===== config.mk =====
export PLATFORM = sky130hd
export DESIGN_NAME = bmp_stream_decoder_core
export DESIGN_NICKNAME = d
export VERILOG_FILES = /design/src/rtl/bsd_pkg.sv /design/src/rtl/bsd_hdr.sv /design/src/rtl/bsd_pix.sv /design/src/rtl/bsd_obuf.sv /design/src/rtl/bmp_stream_decoder_core.sv
export SDC_FILE = /design/constraint.sdc
export NUM_CORES = 1
export LEC_CHECK = 0
export BUFFER_PORTS_ARGS = -buffer_cell sky130_fd_sc_hd__buf_2
export CAP_MARGIN = 40
export CELL_PAD_IN_SITES_DETAIL_PLACEMENT = 1
export CELL_PAD_IN_SITES_GLOBAL_PLACEMENT = 2
export CORE_MARGIN = 8
export CORE_UTILIZATION = 24
export CTS_CLUSTER_DIAMETER = 40
export DETAILED_ROUTE_END_ITERATION = 8
export PLACE_DENSITY_LB_ADDON = 0.05
export SLEW_MARGIN = 10
export SYNTH_ARGS = -nofsm -noshare
export SYNTH_HDL_FRONTEND = slang
export SYNTH_SLANG_ARGS = --single-unit

===== constraint.sdc =====
create_clock -name clk -period 15.1 [get_ports clk]
set_input_delay 2.265 -clock clk [delete_from_list [all_inputs] [get_ports clk]]
set_output_delay 2.265 -clock clk [all_outputs]
set_load 0.03 [all_outputs]

===== src/rtl/bsd_pkg.sv =====
// bsd_pkg: shared types and constants of the BMP stream decoder.
// No dependencies; imported by every module of the block.
`default_nettype none

package bsd_pkg;

  // Header layout (byte offsets into the 54-byte file + info header)
  localparam int unsigned HDR_LAST      = 53;
  localparam int unsigned HDR_LEN       = 54;
  localparam int unsigned HDR_KEEP      = 34;   // bytes 0..33 carry checked fields
  localparam int unsigned OFS_SIG       = 0;
  localparam int unsigned OFS_DATA_OFS  = 10;
  localparam int unsigned OFS_INFO_SIZE = 14;
  localparam int unsigned OFS_WIDTH     = 18;
  localparam int unsigned OFS_HEIGHT    = 22;
  localparam int unsigned OFS_PLANES    = 26;
  localparam int unsigned OFS_BPP       = 28;
  localparam int unsigned OFS_COMPRESS  = 30;
  localparam int unsigned IDX_GEOM_A    = 40;   // first derived-geometry step
  localparam int unsigned IDX_GEOM_B    = 41;   // second derived-geometry step

  localparam logic [15:0] BMP_SIGNATURE = 16'h4D42;
  localparam logic [31:0] INFO_HDR_SIZE = 32'd40;
  localparam logic [15:0] BPP_24        = 16'd24;
  localparam logic [15:0] BPP_32        = 16'd32;
  localparam logic [15:0] ONE_PLANE     = 16'd1;

  // Parse phases
  localparam logic [2:0] PH_HEADER = 3'd0;
  localparam logic [2:0] PH_SKIP   = 3'd1;
  localparam logic [2:0] PH_PIXEL  = 3'd2;
  localparam logic [2:0] PH_DONE   = 3'd3;
  localparam logic [2:0] PH_ERROR  = 3'd4;

  typedef logic [1:0] err_code_t;
  localparam err_code_t ERR_NONE        = 2'd0;
  localparam err_code_t ERR_CORRUPTED   = 2'd1;
  localparam err_code_t ERR_INVALID     = 2'd2;
  localparam err_code_t ERR_UNSUPPORTED = 2'd3;

  localparam logic KIND_PIXEL = 1'b0;
  localparam logic KIND_ERROR = 1'b1;

  // Decoded orientation and pixel size
  typedef struct packed {
    logic bpp4;        // 32 bits per pixel
    logic bottom_up;   // positive height, rows stored bottom first
  } hdr_flags_t;

  // One result beat
  typedef struct packed {
    logic       kind;
    logic [7:0] red;
    logic [7:0] green;
    logic [7:0] blue;
    logic [7:0] alpha;
    logic       has_alpha;
    logic [11:0] column;
    logic [11:0] out_row;
    logic       last_pixel;
    err_code_t  error_code;
  } res_t;

endpackage

`default_nettype wire


===== src/rtl/bsd_hdr.sv =====
// bsd_hdr: captures the BMP headers, checks them and derives the image geometry.
// Depends on bsd_pkg.
`default_nettype none

module bsd_hdr #(
  parameter int unsigned MAX_WIDTH  = 4096,
  parameter int unsigned MAX_HEIGHT = 4096,
  localparam int unsigned CW = $clog2(MAX_WIDTH + 1),
  localparam int unsigned RW = $clog2(MAX_HEIGHT + 1),
  localparam int unsigned DW = $clog2(4 * MAX_WIDTH + 1)
) (
  input  wire logic                  clk,
  input  wire logic                  wr_en,      // header byte accepted
  input  wire logic [5:0]            idx,        // byte index within the header
  input  wire logic [7:0]            byte_in,
  output bsd_pkg::err_code_t         chk_code,   // valid when idx is the last header byte
  output bsd_pkg::hdr_flags_t        flags,
  output logic [31:0]                data_ofs,
  output logic [CW-1:0]              img_w,
  output logic [CW-1:0]              img_wm1,
  output logic [RW-1:0]              img_hm1,
  output logic [DW-1:0]              row_last
);
  import bsd_pkg::*;

  logic [7:0]    hb_r [0:HDR_KEEP-1];
  logic [31:0]   hmag_r;
  logic          bpp4_r;
  logic          bottom_up_r;
  logic [DW-1:0] data_len_r;
  logic [DW-1:0] row_last_r;
  logic [CW-1:0] wm1_r;
  logic [RW-1:0] hm1_r;

  logic [15:0] sig, planes, bpp;
  logic [31:0] info_size, width, height, compress;
  logic [DW-1:0] wc;

  assign sig       = {hb_r[OFS_SIG+1], hb_r[OFS_SIG]};
  assign data_ofs  = {hb_r[OFS_DATA_OFS+3], hb_r[OFS_DATA_OFS+2],
                      hb_r[OFS_DATA_OFS+1], hb_r[OFS_DATA_OFS]};
  assign info_size = {hb_r[OFS_INFO_SIZE+3], hb_r[OFS_INFO_SIZE+2],
                      hb_r[OFS_INFO_SIZE+1], hb_r[OFS_INFO_SIZE]};
  assign width     = {hb_r[OFS_WIDTH+3], hb_r[OFS_WIDTH+2],
                      hb_r[OFS_WIDTH+1], hb_r[OFS_WIDTH]};
  assign height    = {hb_r[OFS_HEIGHT+3], hb_r[OFS_HEIGHT+2],
                      hb_r[OFS_HEIGHT+1], hb_r[OFS_HEIGHT]};
  assign planes    = {hb_r[OFS_PLANES+1], hb_r[OFS_PLANES]};
  assign bpp       = {hb_r[OFS_BPP+1], hb_r[OFS_BPP]};
  assign compress  = {hb_r[OFS_COMPRESS+3], hb_r[OFS_COMPRESS+2],
                      hb_r[OFS_COMPRESS+1], hb_r[OFS_COMPRESS]};

  assign wc = DW'(width[CW-1:0]);

  always_ff @(posedge clk) begin
    if (wr_en && (32'(idx) < HDR_KEEP)) begin
      hb_r[idx] <= byte_in;
    end
    // all checked fields are complete by now; derive geometry in two steps
    if (wr_en && (32'(idx) == IDX_GEOM_A)) begin
      hmag_r      <= height[31] ? (32'd0 - height) : height;
      bottom_up_r <= ~height[31];
      bpp4_r      <= (bpp == BPP_32);
      wm1_r       <= width[CW-1:0] - CW'(1);
      data_len_r  <= (bpp == BPP_32) ? (wc << 2) : (wc + (wc << 1));
    end
    if (wr_en && (32'(idx) == IDX_GEOM_B)) begin
      hm1_r      <= hmag_r[RW-1:0] - RW'(1);
      // last byte index of a row padded to a multiple of four
      row_last_r <= (data_len_r - DW'(1)) | DW'(3);
    end
  end

  always_comb begin
    chk_code = ERR_NONE;
    priority if (sig != BMP_SIGNATURE)              chk_code = ERR_INVALID;
    else if (info_size != INFO_HDR_SIZE)            chk_code = ERR_INVALID;
    else if ((width == 32'd0) || width[31])         chk_code = ERR_INVALID;
    else if (height == 32'd0)                       chk_code = ERR_INVALID;
    else if (planes != ONE_PLANE)                   chk_code = ERR_INVALID;
    else if (data_ofs < HDR_LEN)                    chk_code = ERR_INVALID;
    else if ((bpp != BPP_24) && (bpp != BPP_32))    chk_code = ERR_UNSUPPORTED;
    else if (compress != 32'd0)                     chk_code = ERR_UNSUPPORTED;
    else if ((width > 32'(MAX_WIDTH)) || (hmag_r > 32'(MAX_HEIGHT)))
                                                    chk_code = ERR_UNSUPPORTED;
    else                                            chk_code = ERR_NONE;
  end

  assign flags.bpp4      = bpp4_r;
  assign flags.bottom_up = bottom_up_r;
  assign img_w           = width[CW-1:0];
  assign img_wm1         = wm1_r;
  assign img_hm1         = hm1_r;
  assign row_last        = row_last_r;

endmodule

`default_nettype wire


===== src/rtl/bsd_pix.sv =====
// bsd_pix: walks pixel data bytes, drops row padding and forms pixel results.
// Depends on bsd_pkg.
`default_nettype none

module bsd_pix #(
  parameter int unsigned MAX_WIDTH  = 4096,
  parameter int unsigned MAX_HEIGHT = 4096,
  localparam int unsigned CW = $clog2(MAX_WIDTH + 1),
  localparam int unsigned RW = $clog2(MAX_HEIGHT + 1),
  localparam int unsigned DW = $clog2(4 * MAX_WIDTH + 1)
) (
  input  wire logic                clk,
  input  wire logic                rst_n,
  input  wire logic                start,     // header accepted: rewind counters
  input  wire logic                step,      // one pixel-area byte accepted
  input  wire logic [7:0]          byte_in,
  input  bsd_pkg::hdr_flags_t      flags,
  input  wire logic [CW-1:0]       img_w,
  input  wire logic [CW-1:0]       img_wm1,
  input  wire logic [RW-1:0]       img_hm1,
  input  wire logic [DW-1:0]       row_last,
  output logic                     emit,
  output logic                     done,
  output bsd_pkg::res_t            res
);
  import bsd_pkg::*;

  logic [CW-1:0] col_r;
  logic [RW-1:0] row_r;
  logic [DW-1:0] rbc_r;
  logic [1:0]    ch_r;
  logic [7:0]    pb_r [0:2];

  logic          in_data;
  logic          px_end;
  logic          last;
  logic [RW-1:0] dst_row;

  assign in_data = (col_r < img_w);
  assign px_end  = (ch_r == (flags.bpp4 ? 2'd3 : 2'd2));
  assign last    = (col_r == img_wm1) && (row_r == img_hm1);
  assign emit    = step && in_data && px_end;
  assign done    = emit && last;
  assign dst_row = flags.bottom_up ? (img_hm1 - row_r) : row_r;

  always_ff @(posedge clk) begin
    if (!rst_n) begin
      col_r <= '0;
      row_r <= '0;
      rbc_r <= '0;
      ch_r  <= '0;
    end else if (start) begin
      col_r <= '0;
      row_r <= '0;
      rbc_r <= '0;
      ch_r  <= '0;
    end else if (step) begin
      if (in_data) begin
        if (px_end) begin
          col_r <= col_r + CW'(1);
          ch_r  <= '0;
        end else begin
          ch_r <= ch_r + 2'd1;
        end
      end
      // row end wins over the column advance above
      if (rbc_r == row_last) begin
        rbc_r <= '0;
        col_r <= '0;
        ch_r  <= '0;
        row_r <= row_r + RW'(1);
      end else begin
        rbc_r <= rbc_r + DW'(1);
      end
    end
  end

  always_ff @(posedge clk) begin
    if (step && in_data && (ch_r != 2'd3)) begin
      pb_r[ch_r] <= byte_in;
    end
  end

  always_comb begin
    res            = '0;
    res.kind       = KIND_PIXEL;
    res.red        = flags.bpp4 ? pb_r[2] : byte_in;
    res.green      = pb_r[1];
    res.blue       = pb_r[0];
    res.alpha      = flags.bpp4 ? byte_in : 8'hFF;
    res.has_alpha  = flags.bpp4;
    res.column     = 12'(col_r);
    res.out_row    = 12'(dst_row);
    res.last_pixel = last;
    res.error_code = ERR_NONE;
  end

endmodule

`default_nettype wire


===== src/rtl/bsd_obuf.sv =====
// bsd_obuf: two-entry result buffer (output register plus skid entry).
// Depends on bsd_pkg.
`default_nettype none

module bsd_obuf (
  input  wire logic          clk,
  input  wire logic          rst_n,
  input  wire logic          push,
  input  bsd_pkg::res_t      din,
  output logic               full,
  output logic               out_valid,
  input  wire logic          out_stall,
  output bsd_pkg::res_t      dout
);
  import bsd_pkg::*;

  logic v0_r, v1_r;
  res_t d0_r, d1_r;
  logic pop;

  assign pop = v0_r && !out_stall;

  always_ff @(posedge clk) begin
    if (!rst_n) begin
      v0_r <= 1'b0;
      v1_r <= 1'b0;
    end else if (!v0_r || pop) begin
      if (v1_r) begin
        v0_r <= 1'b1;
        v1_r <= 1'b0;
      end else begin
        v0_r <= push;
      end
    end else if (push) begin
      v1_r <= 1'b1;
    end
  end

  always_ff @(posedge clk) begin
    if (!v0_r || pop) begin
      if (v1_r) begin
        d0_r <= d1_r;
      end else if (push) begin
        d0_r <= din;
      end
    end else if (push) begin
      d1_r <= din;
    end
  end

  assign full      = v1_r;
  assign out_valid = v0_r;
  assign dout      = d0_r;

endmodule

`default_nettype wire


===== src/rtl/bmp_stream_decoder_core.sv =====
// bmp_stream_decoder_core: top level of the streaming BMP decoder.
// Depends on bsd_pkg, bsd_hdr, bsd_pix and bsd_obuf.
//
// Usage:
//   Feed the BMP file one byte per input beat (in_file_byte), with
//   in_end_of_file high on the final byte. The block checks the 54-byte
//   header, skips to the data offset and returns one result beat per
//   decoded pixel (RGB(A), column, destination row, last_pixel), or one
//   error beat (out_kind high, out_error_code) for a bad header or a file
//   that ends early. Bytes after the final pixel produce nothing.
//   Throughput: one byte per cycle while in_stall is low. Each byte needs only counter
//   updates and compares against geometry registered during the header.
//   Results: each result is registered into the result buffer and shows on
//   out_* once no earlier result is still waiting ahead of it.
//   Stall: results go into a two-entry buffer; in_stall rises only when
//   both entries are held, so a byte is still taken while one finished
//   result waits. Stalled results hold their payload.
//   Reset (rst_n low, synchronous) and every end-of-file byte return the
//   parser to the header phase; reset also empties the result buffer.
//   No clearing pass: the block takes bytes the cycle after reset.
`default_nettype none

module bmp_stream_decoder_core #(
  parameter int unsigned MAX_WIDTH  = 4096,
  parameter int unsigned MAX_HEIGHT = 4096
) (
  input  wire logic                 clk,
  input  wire logic                 rst_n,
  // byte input channel
  input  wire logic                 in_valid,
  output logic                      in_stall,
  input  wire logic [7:0]           in_file_byte,
  input  wire logic                 in_end_of_file,
  // result channel
  output logic                      out_valid,
  input  wire logic                 out_stall,
  output logic                      out_kind,
  output logic [7:0]                out_red,
  output logic [7:0]                out_green,
  output logic [7:0]                out_blue,
  output logic [7:0]                out_alpha,
  output logic                      out_has_alpha,
  output logic [11:0]               out_column,
  output logic [11:0]               out_out_row,
  output logic                      out_last_pixel,
  output bsd_pkg::err_code_t        out_error_code
);
  import bsd_pkg::*;

  localparam int unsigned CW = $clog2(MAX_WIDTH + 1);
  localparam int unsigned RW = $clog2(MAX_HEIGHT + 1);
  localparam int unsigned DW = $clog2(4 * MAX_WIDTH + 1);

  logic [2:0]  phase_r, phase_nxt;
  logic [31:0] pos_r;       // index of the next file byte, wraps at 32 bits

  logic        in_acc;
  logic        hdr_wr, hdr_last;
  logic        pix_start, pix_step;
  logic        hdr_err, eof_err;
  logic        buf_full;

  err_code_t   chk_code;
  hdr_flags_t  flags;
  logic [31:0] data_ofs;
  logic [CW-1:0] img_w, img_wm1;
  logic [RW-1:0] img_hm1;
  logic [DW-1:0] row_last;

  logic        pix_emit, pix_done;
  res_t        pix_res, res_in, res_out;
  logic        push;

  assign in_stall = buf_full;
  assign in_acc   = in_valid && !in_stall;
  assign hdr_wr   = in_acc && (phase_r == PH_HEADER);
  assign hdr_last = (pos_r == 32'(HDR_LAST));

  bsd_hdr #(
    .MAX_WIDTH  (MAX_WIDTH),
    .MAX_HEIGHT (MAX_HEIGHT)
  ) u_hdr (
    .clk      (clk),
    .wr_en    (hdr_wr),
    .idx      (pos_r[5:0]),
    .byte_in  (in_file_byte),
    .chk_code (chk_code),
    .flags    (flags),
    .data_ofs (data_ofs),
    .img_w    (img_w),
    .img_wm1  (img_wm1),
    .img_hm1  (img_hm1),
    .row_last (row_last)
  );

  // Phase sequencing for the accepted byte
  always_comb begin
    phase_nxt = phase_r;
    pix_start = 1'b0;
    pix_step  = 1'b0;
    hdr_err   = 1'b0;
    if (in_acc) begin
      unique case (phase_r)
        PH_HEADER: begin
          if (hdr_last) begin
            if (chk_code != ERR_NONE) begin
              hdr_err   = 1'b1;
              phase_nxt = PH_ERROR;
            end else begin
              pix_start = 1'b1;
              phase_nxt = (data_ofs == 32'(HDR_LEN)) ? PH_PIXEL : PH_SKIP;
            end
          end
        end
        PH_SKIP: begin
          // reaching the data offset: this byte is already pixel data
          if (pos_r == data_ofs) begin
            phase_nxt = PH_PIXEL;
            pix_step  = 1'b1;
          end
        end
        PH_PIXEL: begin
          pix_step = 1'b1;
        end
        default: begin
          // done or error: drop the byte
        end
      endcase
      if (pix_done) begin
        phase_nxt = PH_DONE;
      end
    end
  end

  // End of file before the image is complete is a short file
  assign eof_err = in_acc && in_end_of_file &&
                   ((phase_nxt == PH_HEADER) || (phase_nxt == PH_SKIP) ||
                    (phase_nxt == PH_PIXEL));

  always_ff @(posedge clk) begin
    if (!rst_n) begin
      phase_r <= PH_HEADER;
      pos_r   <= '0;
    end else if (in_acc) begin
      if (in_end_of_file) begin
        // re-arm for the next file
        phase_r <= PH_HEADER;
        pos_r   <= '0;
      end else begin
        phase_r <= phase_nxt;
        pos_r   <= pos_r + 32'd1;
      end
    end
  end

  bsd_pix #(
    .MAX_WIDTH  (MAX_WIDTH),
    .MAX_HEIGHT (MAX_HEIGHT)
  ) u_pix (
    .clk      (clk),
    .rst_n    (rst_n),
    .start    (pix_start),
    .step     (pix_step),
    .byte_in  (in_file_byte),
    .flags    (flags),
    .img_w    (img_w),
    .img_wm1  (img_wm1),
    .img_hm1  (img_hm1),
    .row_last (row_last),
    .emit     (pix_emit),
    .done     (pix_done),
    .res      (pix_res)
  );

  // Result select: short-file error beats a pixel, header error beats both
  always_comb begin
    res_in = pix_res;
    if (hdr_err) begin
      res_in            = '0;
      res_in.kind       = KIND_ERROR;
      res_in.error_code = chk_code;
    end else if (eof_err) begin
      res_in            = '0;
      res_in.kind       = KIND_ERROR;
      res_in.error_code = ERR_CORRUPTED;
    end
  end

  assign push = hdr_err || eof_err || pix_emit;

  bsd_obuf u_obuf (
    .clk       (clk),
    .rst_n     (rst_n),
    .push      (push),
    .din       (res_in),
    .full      (buf_full),
    .out_valid (out_valid),
    .out_stall (out_stall),
    .dout      (res_out)
  );

  assign out_kind       = res_out.kind;
  assign out_red        = res_out.red;
  assign out_green      = res_out.green;
  assign out_blue       = res_out.blue;
  assign out_alpha      = res_out.alpha;
  assign out_has_alpha  = res_out.has_alpha;
  assign out_column     = res_out.column;
  assign out_out_row    = res_out.out_row;
  assign out_last_pixel = res_out.last_pixel;
  assign out_error_code = res_out.error_code;

endmodule

`default_nettype wire


# --- Word-level counts from Yosys, hierarchy flattened ---
# Memories as Yosys holds them, arrays and structs flattened.
# Index checks and enable logic that the tools add are counted.
totals:
  ram_bits: 296
  in_bits: 13
  output_inout_bits: 63
  wordCells: 169
  reg_bits: 290
  mem_count: 2
  rom_bits: 0
  latchBits: 0
op_classes:
  magnitude_cmp: 5
  n_shift: 0
  mux: 51
  add_sub_neg: 11
  bitwise_logic: 3
  n_mul: 0
  reduce_logical: 40
  n_eq_ne: 20
  div_mod_pow: 0
mem_list:
  columns: ["memory", "words", "width", "rd", "rd_ports_with_merged_regs", "wr", "line", "text"]
  rows:
  - ["u_hdr.hb_r", 34, 8, 26, 0, 1, "bsd_hdr.sv:26", "logic [7:0] hb_r [0:HDR_KEEP-1];"]
  - ["u_pix.pb_r", 3, 8, 3, 0, 1, "bsd_pix.sv:32", "logic [7:0] pb_r [0:2];"]
ops:
  columns: ["op", "n"]
  rows:
  - ["two-way mux 61 bit", 4]
  - ["equality test 32 x 6 -> 1 bit (second input constant)", 2]
  - ["greater-than comparator 32 x 13 -> 1 bit (second input constant)", 2]
  - ["zero test 32 bit", 2]
  - ["two-way mux 13 bit", 3]
  - ["adder 32 x 1 -> 32 bit (second input constant)", 1]
  - ["equality test 32 bit", 1]
  - ["less-than comparator 32 x 6 -> 1 bit (second input constant)", 1]
  - ["two-way mux 32 bit", 1]
  - ["!= test 32 x 6 -> 1 bit (second input constant)", 1]
  - ["nonzero test 32 bit", 1]
  - ["subtractor 1 x 32 -> 32 bit (first input constant)", 1]
  - ["two-way mux 31 bit", 1]
  - ["two-way mux 15 bit", 2]
  - ["adder 13 x 1 -> 13 bit (second input constant)", 2]
  - ["equality test 13 bit", 2]
  - ["two-way mux 2 bit", 13]
  - ["subtractor 13 x 1 -> 13 bit (second input constant)", 2]
  - ["two-way mux 3 bit", 6]
  - ["equality test 16 x 6 -> 1 bit (second input constant)", 1]
  - ["two-way mux 1 bit", 16]
  - ["two-way mux 8 bit", 2]
  - ["!= test 16 x 1 -> 1 bit (second input constant)", 1]
  - ["!= test 16 x 15 -> 1 bit (second input constant)", 1]
  - ["27 further kinds", 61]

# --- Logic depth before layout (Yosys ltp) ---
# An unclocked memory read counts as a cell.
logic_depth:
  word_depth: 26
  depth_mapped: 12
  mapped_depth_nobuf: 11

# --- Modules after synthesis ---
# Synthesis repeated with hierarchy kept, for this count alone.
hier_totals:
  cells_unflattened: 1901
  hier_area_um2: 24040.6
modules_own_cells:
  columns: ["mod", "seq_area_each_um2", "cells_each", "area_per_inst_um2", "n_inst"]
  rows:
  - ["bsd_hdr", 8888.5, 748, 11860.1, 1]
  - ["bsd_obuf", 3703.6, 198, 4784.6, 1]
  - ["bsd_pix", 1581.5, 524, 4519.3, 1]
  - ["bmp_stream_decoder_core", 700.7, 431, 2876.5, 1]

# --- Worst setup path after synthesis ---
# Ideal clock, no wire load.
synth_timing:
  kind: "input to register"
  startpoint: "in in_valid"
  endpoint: "reg u_obuf.d0_r, in the netlist u_obuf.dout[0] (enable)"
  required_ns: 14.591
  path_stages: 9
  path_slack_ns: 7.492
  path_buffers: 2
  t_arrival_ns: 7.099
  setup_ns: 0.509
  path_cell_list: "nor2b_1 -> buf_2 -> nand2b_1 -> or3_2 -> clkbuf_1 -> a211oi_2 -> and2_1 -> or2_1 -> a2bb2oi_1"
synth_between:
  elab_chain_cells: 15
  elab_cells_between_ends: 19
  classes_between: "eq/ne (2); mux (4); reduce/logical (13)"
synth_rtl:
  columns: ["element", "line", "text"]
  rows:
  - ["from (decl)", "bmp_stream_decoder_core.sv:30", "input wire logic in_valid,"]
  - ["logical AND 1 bit (*)", "bmp_stream_decoder_core.sv:75", "assign in_acc = in_valid && !in_stall;"]
  - ["two-way mux 1 bit", "bmp_stream_decoder_core.sv:102", "if (in_acc) begin"]
  - ["logical AND 1 bit (2 in a row)", "bsd_pix.sv:42", "assign emit = step && in_data && px_end;"]
  - ["logical AND 1 bit", "bsd_pix.sv:43", "assign done = emit && last;"]
  - ["two-way mux 3 bit", "bmp_stream_decoder_core.sv:129", "if (pix_done) begin"]
  - ["two-way mux 3 bit", "bmp_stream_decoder_core.sv:102", null]
  - ["equality test 3 x 1 -> 1 bit or zero test 3 bit (tied branches)", "bmp_stream_decoder_core.sv:137", "((phase_nxt == PH_HEADER) || (phase_nxt == PH_SKIP) ||"]
  - ["logical OR 1 bit (2 in a row)", "bmp_stream_decoder_core.sv:137", null]
  - ["logical AND 1 bit", "bmp_stream_decoder_core.sv:136", "assign eof_err = in_acc && in_end_of_file &&"]
  - ["logical OR 1 bit", "bmp_stream_decoder_core.sv:189", "assign push = hdr_err || eof_err || pix_emit;"]
  - ["logical OR 1 bit (*)", "bmp_stream_decoder_core.sv:189", null]
  - ["nonzero test 2 bit (no line) (*)", null, null]
  - ["AND reduction 2 bit (no line) (*)", null, null]
  - ["to (signal assigned)", "bsd_obuf.sv:42", "d0_r <= d1_r;"]
  - ["to (signal assigned)", "bsd_obuf.sv:44", "d0_r <= din;"]
  - ["to (decl)", "bsd_obuf.sv:18", "res_t d0_r, d1_r;"]
# Mark *: on every way between the ends. The rest lies on a longest branch, timed or not.
# A chain may end at the register's enable or synchronous reset.

# --- Worst setup path after layout ---
layout_timing:
  startpoint: "in in_valid"
  endpoint: "reg u_obuf.d1_r[32] (netlist bit) (enable)"
layout_between:
  elab_chain_cells: 14
  elab_cells_between_ends: 18
  classes_between: "eq/ne (2); mux (4); reduce/logical (12)"
layout_rtl:
  columns: ["element", "line", "text"]
  rows:
  - ["logical AND 1 bit (*)", "bmp_stream_decoder_core.sv:75", null]
  - ["two-way mux 1 bit", "bmp_stream_decoder_core.sv:102", null]
  - ["logical AND 1 bit (2 in a row)", "bsd_pix.sv:42", null]
  - ["logical AND 1 bit", "bsd_pix.sv:43", null]
  - ["two-way mux 3 bit", "bmp_stream_decoder_core.sv:129", null]
  - ["two-way mux 3 bit", "bmp_stream_decoder_core.sv:102", null]
  - ["equality test 3 x 1 -> 1 bit or zero test 3 bit (tied branches)", "bmp_stream_decoder_core.sv:137", null]
  - ["logical OR 1 bit (2 in a row)", "bmp_stream_decoder_core.sv:137", null]
  - ["logical AND 1 bit", "bmp_stream_decoder_core.sv:136", null]
  - ["logical OR 1 bit", "bmp_stream_decoder_core.sv:189", null]
  - ["logical OR 1 bit (*)", "bmp_stream_decoder_core.sv:189", null]
  - ["AND reduction 2 bit (no line) (*)", null, null]
  - ["to (signal assigned)", "bsd_obuf.sv:47", "d1_r <= din;"]
  - ["to (decl)", "bsd_obuf.sv:18", null]
# Marked as above.

==> impl_metrics.tcl <==
set metrics [dict create \
    synth_area_leaders "edfxtp_1, dfxtp_1, xnor2_1" \
    cap_violations 0 \
    drt-total-wl_um 72380 \
    cpMaxStageDelayCell "or3_2" \
    ant_nets 0 \
    port_buffers 75 \
    vias 14950 \
    ys_async_sr_fraction_pct 0 \
    die_h_um 326.9 \
    htree_num_levels 3 \
    worst_setup_path_start_kind "primary input" \
    die_x_um 326.9 \
    cts_tree "built" \
    cp_data_arrival_time_ns 5.72 \
    synth.yosys.warnings 0 \
    p_sw_share_pct 21.47 \
    status "completed" \
    crit_chain "buf_2 -> nor2b_1 -> nand2b_1 -> or3_2 -> a2111o_1 -> a32o_4 -> or2_1 -> and2_2 -> buf_4 -> buf_16" \
    path_class "primary input to flop" \
    ys_types 71 \
    cp-end-kind "flop" \
    ys_seq_elements 522 \
    die-area_mm2 0.1069 \
    rsz0062_at_grt "no" \
    floorplan.initialDensity_pct 24.09 \
    worst_pin_slew_ns 0.8516 \
    seq_power_share_pct 38.5 \
    rows 114 \
    cts_root_buffer "clkbuf_16" \
    post-synth-top-area-cell "edfxtp_1" \
    clock_sinks 522 \
    slowest_delay_ns 0.55 \
    cell_internal_pwr_uw 3223 \
    yosysTopAreaCellShare_pct 57.22 \
    hold_viol 0 \
    grt_max_degree 52 \
    core_area_mm2 0.09628 \
    netlist_area_mm2 0.02320 \
    critPathMaxFanout 41 \
    worstPathRequired_ns 15.48 \
    wl_per_cell_um 21.72 \
    nets 2040 \
    final.min_clock_period_ns 5.342 \
    grt_pass1_vias 16300 \
    dpl-instance-area_mm2 0.02530 \
    p_leak_uw 0.009856 \
    drc 0 \
    cts.hold.buffers_added 0 \
    min_period_over_period_pct 35.38 \
    slew_headroom_pct 43.01 \
    finalSetupViolations 0 \
    n_fill_cell 10300 \
    drt_iter0_markers 785 \
    synth_most_common_cell "edfxtp_1" \
    grt_antenna_before_repair 6 \
    cts_setup_buffers 0 \
    synthFlopType "edfxtp_1" \
    cts.path.max_buffers 3 \
    ioPinCount 76 \
    path_clk_slew_ns 0.05 \
    fin_tns_setup_ns 0 \
    clock_latency_ns 0.68 \
    seqCellArea_mm2 0.01488 \
    netSwitchingPower_uw 881.2 \
    viasPerCell 4.486 \
    grt_overflow_total 0 \
    fin_area_mm2 0.02908 \
    syn_nets 1879 \
    hold_class "flop to flop" \
    comb_power_share_pct 2.0 \
    multiInputGateArea_mm2 0.007910 \
    final_max_slew_viol_count 0 \
    globalRouteTotalUtil_pct 13.47 \
    timing.clock.skew_ns 0.02674 \
    fin_hold_ws_ns 0.5207 \
    dp_hpwl_um 48710 \
    powerDensity_mw_per_mm2 141.1 \
    synth_edf_count 442 \
    synthToLayoutAreaGrowth_pct 25.36 \
    grt_pass1_wl_um 109100 \
    ys_top_cells_by_count "edfxtp_1, nor2_1, nand2_1" \
    drive_above_1_share_pct 18.00 \
    drtPass1Iterations 4 \
    syn_inst 1797 \
    pwr-share-clk_pct 59.5 \
    place_congestion 0.7072 \
    synth_seq_area_share_pct 64.12 \
    synth.avg_cell_area_um2 12.91 \
    vdd_drop_max_uv 82.32 \
    cts_buffers 110 \
    max_freq_mhz 187.2 \
    postCtsResizedCells 0 \
]
## layer usage
metal	track usage, %	wire [µm]	up-vias
met2	21.63	32930	243
li1	-	-	7078
met5	0	0	-
met3	2.858	2670	141
met1	18.04	34730	7489
met4	4.401	2053	0
## sequential cells by signal, summed over array words and instances (netlist names), 2 cells and up
signal and flops:
pos_r 32, u_hdr.data_len_r 15, u_hdr.img_wm1 13, u_hdr.hb_r 208, u_obuf.dout 61, u_hdr.hmag_r 32, u_obuf.d1_r 61, u_hdr.row_last 13
u_pix.ch_r 2, u_pix.col_r 13, u_pix.pb_r 24, phase_r 3, u_pix.row_r 13, u_pix.rbc_r 15, u_hdr.img_hm1 13
## cell usage in the layout, fill, tap and decap left out, types with 28 or more instances in the layout
cell type / count
buf_4: 28
nor4_1: 79
ha_1: 67
nand4_1: 56
a21oi_1: 39
edfxtp_1: 442
o21ai_0: 45
xnor2_1: 122
nor2_1: 155
mux2_2: 32
clkbuf_16: 110
inv_1: 55
buf_2: 75
nor3_1: 37
nand3_1: 40
nand2_1: 131
dfxtp_1: 79
o31ai_1: 37
xor2_1: 70
## worst paths after layout
kind,from,end,slack [ns],depth (start not counted)
max,in_valid,u_obuf.d1_r[32]$_DFFE_PP_,9.76,10
min,phase_r[2]$_SDFFE_PN0P_,phase_r[2]$_SDFFE_PN0P_,0.52,2
max reg2reg,u_hdr.hb_r[18][2]$_DFFE_PP_,u_obuf.d1_r[32]$_DFFE_PP_,10.35,12
min reg2reg,phase_r[2]$_SDFFE_PN0P_,phase_r[2]$_SDFFE_PN0P_,0.52,2
## worst max-delay path, delay by kind of cell
kind                   cells  cell delay, ns
AND/OR/NAND/NOR            5            1.82
AO/OA/AOI/OAI              2            0.94
buffers and inverters      3            0.64
## cell type report
type / count / area share (%)
Antenna cell: 2 / 0.01721
Clock buffer: 132 / 9.957
Clock inverter: 77 / 3.003
Inverter: 55 / 0.7100
Multi-Input combinational cell: 1160 / 27.20
Sequential cell: 522 / 51.16
Tap cell: 1276 / 5.490
Timing Repair Buffer: 109 / 2.457
## stage by stage
step                      utilization [%]  total power, µW  worst slack, ns  cells
after floorplan                         -             1644            7.492   1797
after detailed placement            26.28             1693            9.092   3121
final                               30.20             4104            9.758   3333
after CTS                           30.19             4179            9.796   3330
after global routing                30.20             4242            9.478   3331
after global placement              26.13             1690            9.005   3113
## cells by family (layout without fill, tap and decap cells)
logic type      count (synthesis)  count (layout)  share of synthesized area, %
simple gates                  671             671                         15.31
flops                         522             522                         64.12
xor+xnor                      192             192                         7.249
compound gates                179             179                         5.151
buf+inv                       115             373                         2.093
fa+ha+maj                      69              69                         3.786
mux                            49              49                         2.287
other cells                     0               2                             0
## power groups by stage
| stage | registers (µW) | clock network (µW) | logic (µW) |
|---|---|---|---|
| floorplan | 1620 | 0 | 25.9 |
| global placement | 1610 | 0 | 84.3 |
| detailed placement | 1610 | 0 | 87.1 |
| CTS | 1580 | 2510 | 87.1 |
| global route | 1580 | 2570 | 90.9 |
| finish | 1580 | 2440 | 83.2 |
No activity file was read; power rests on OpenSTA's default activity.
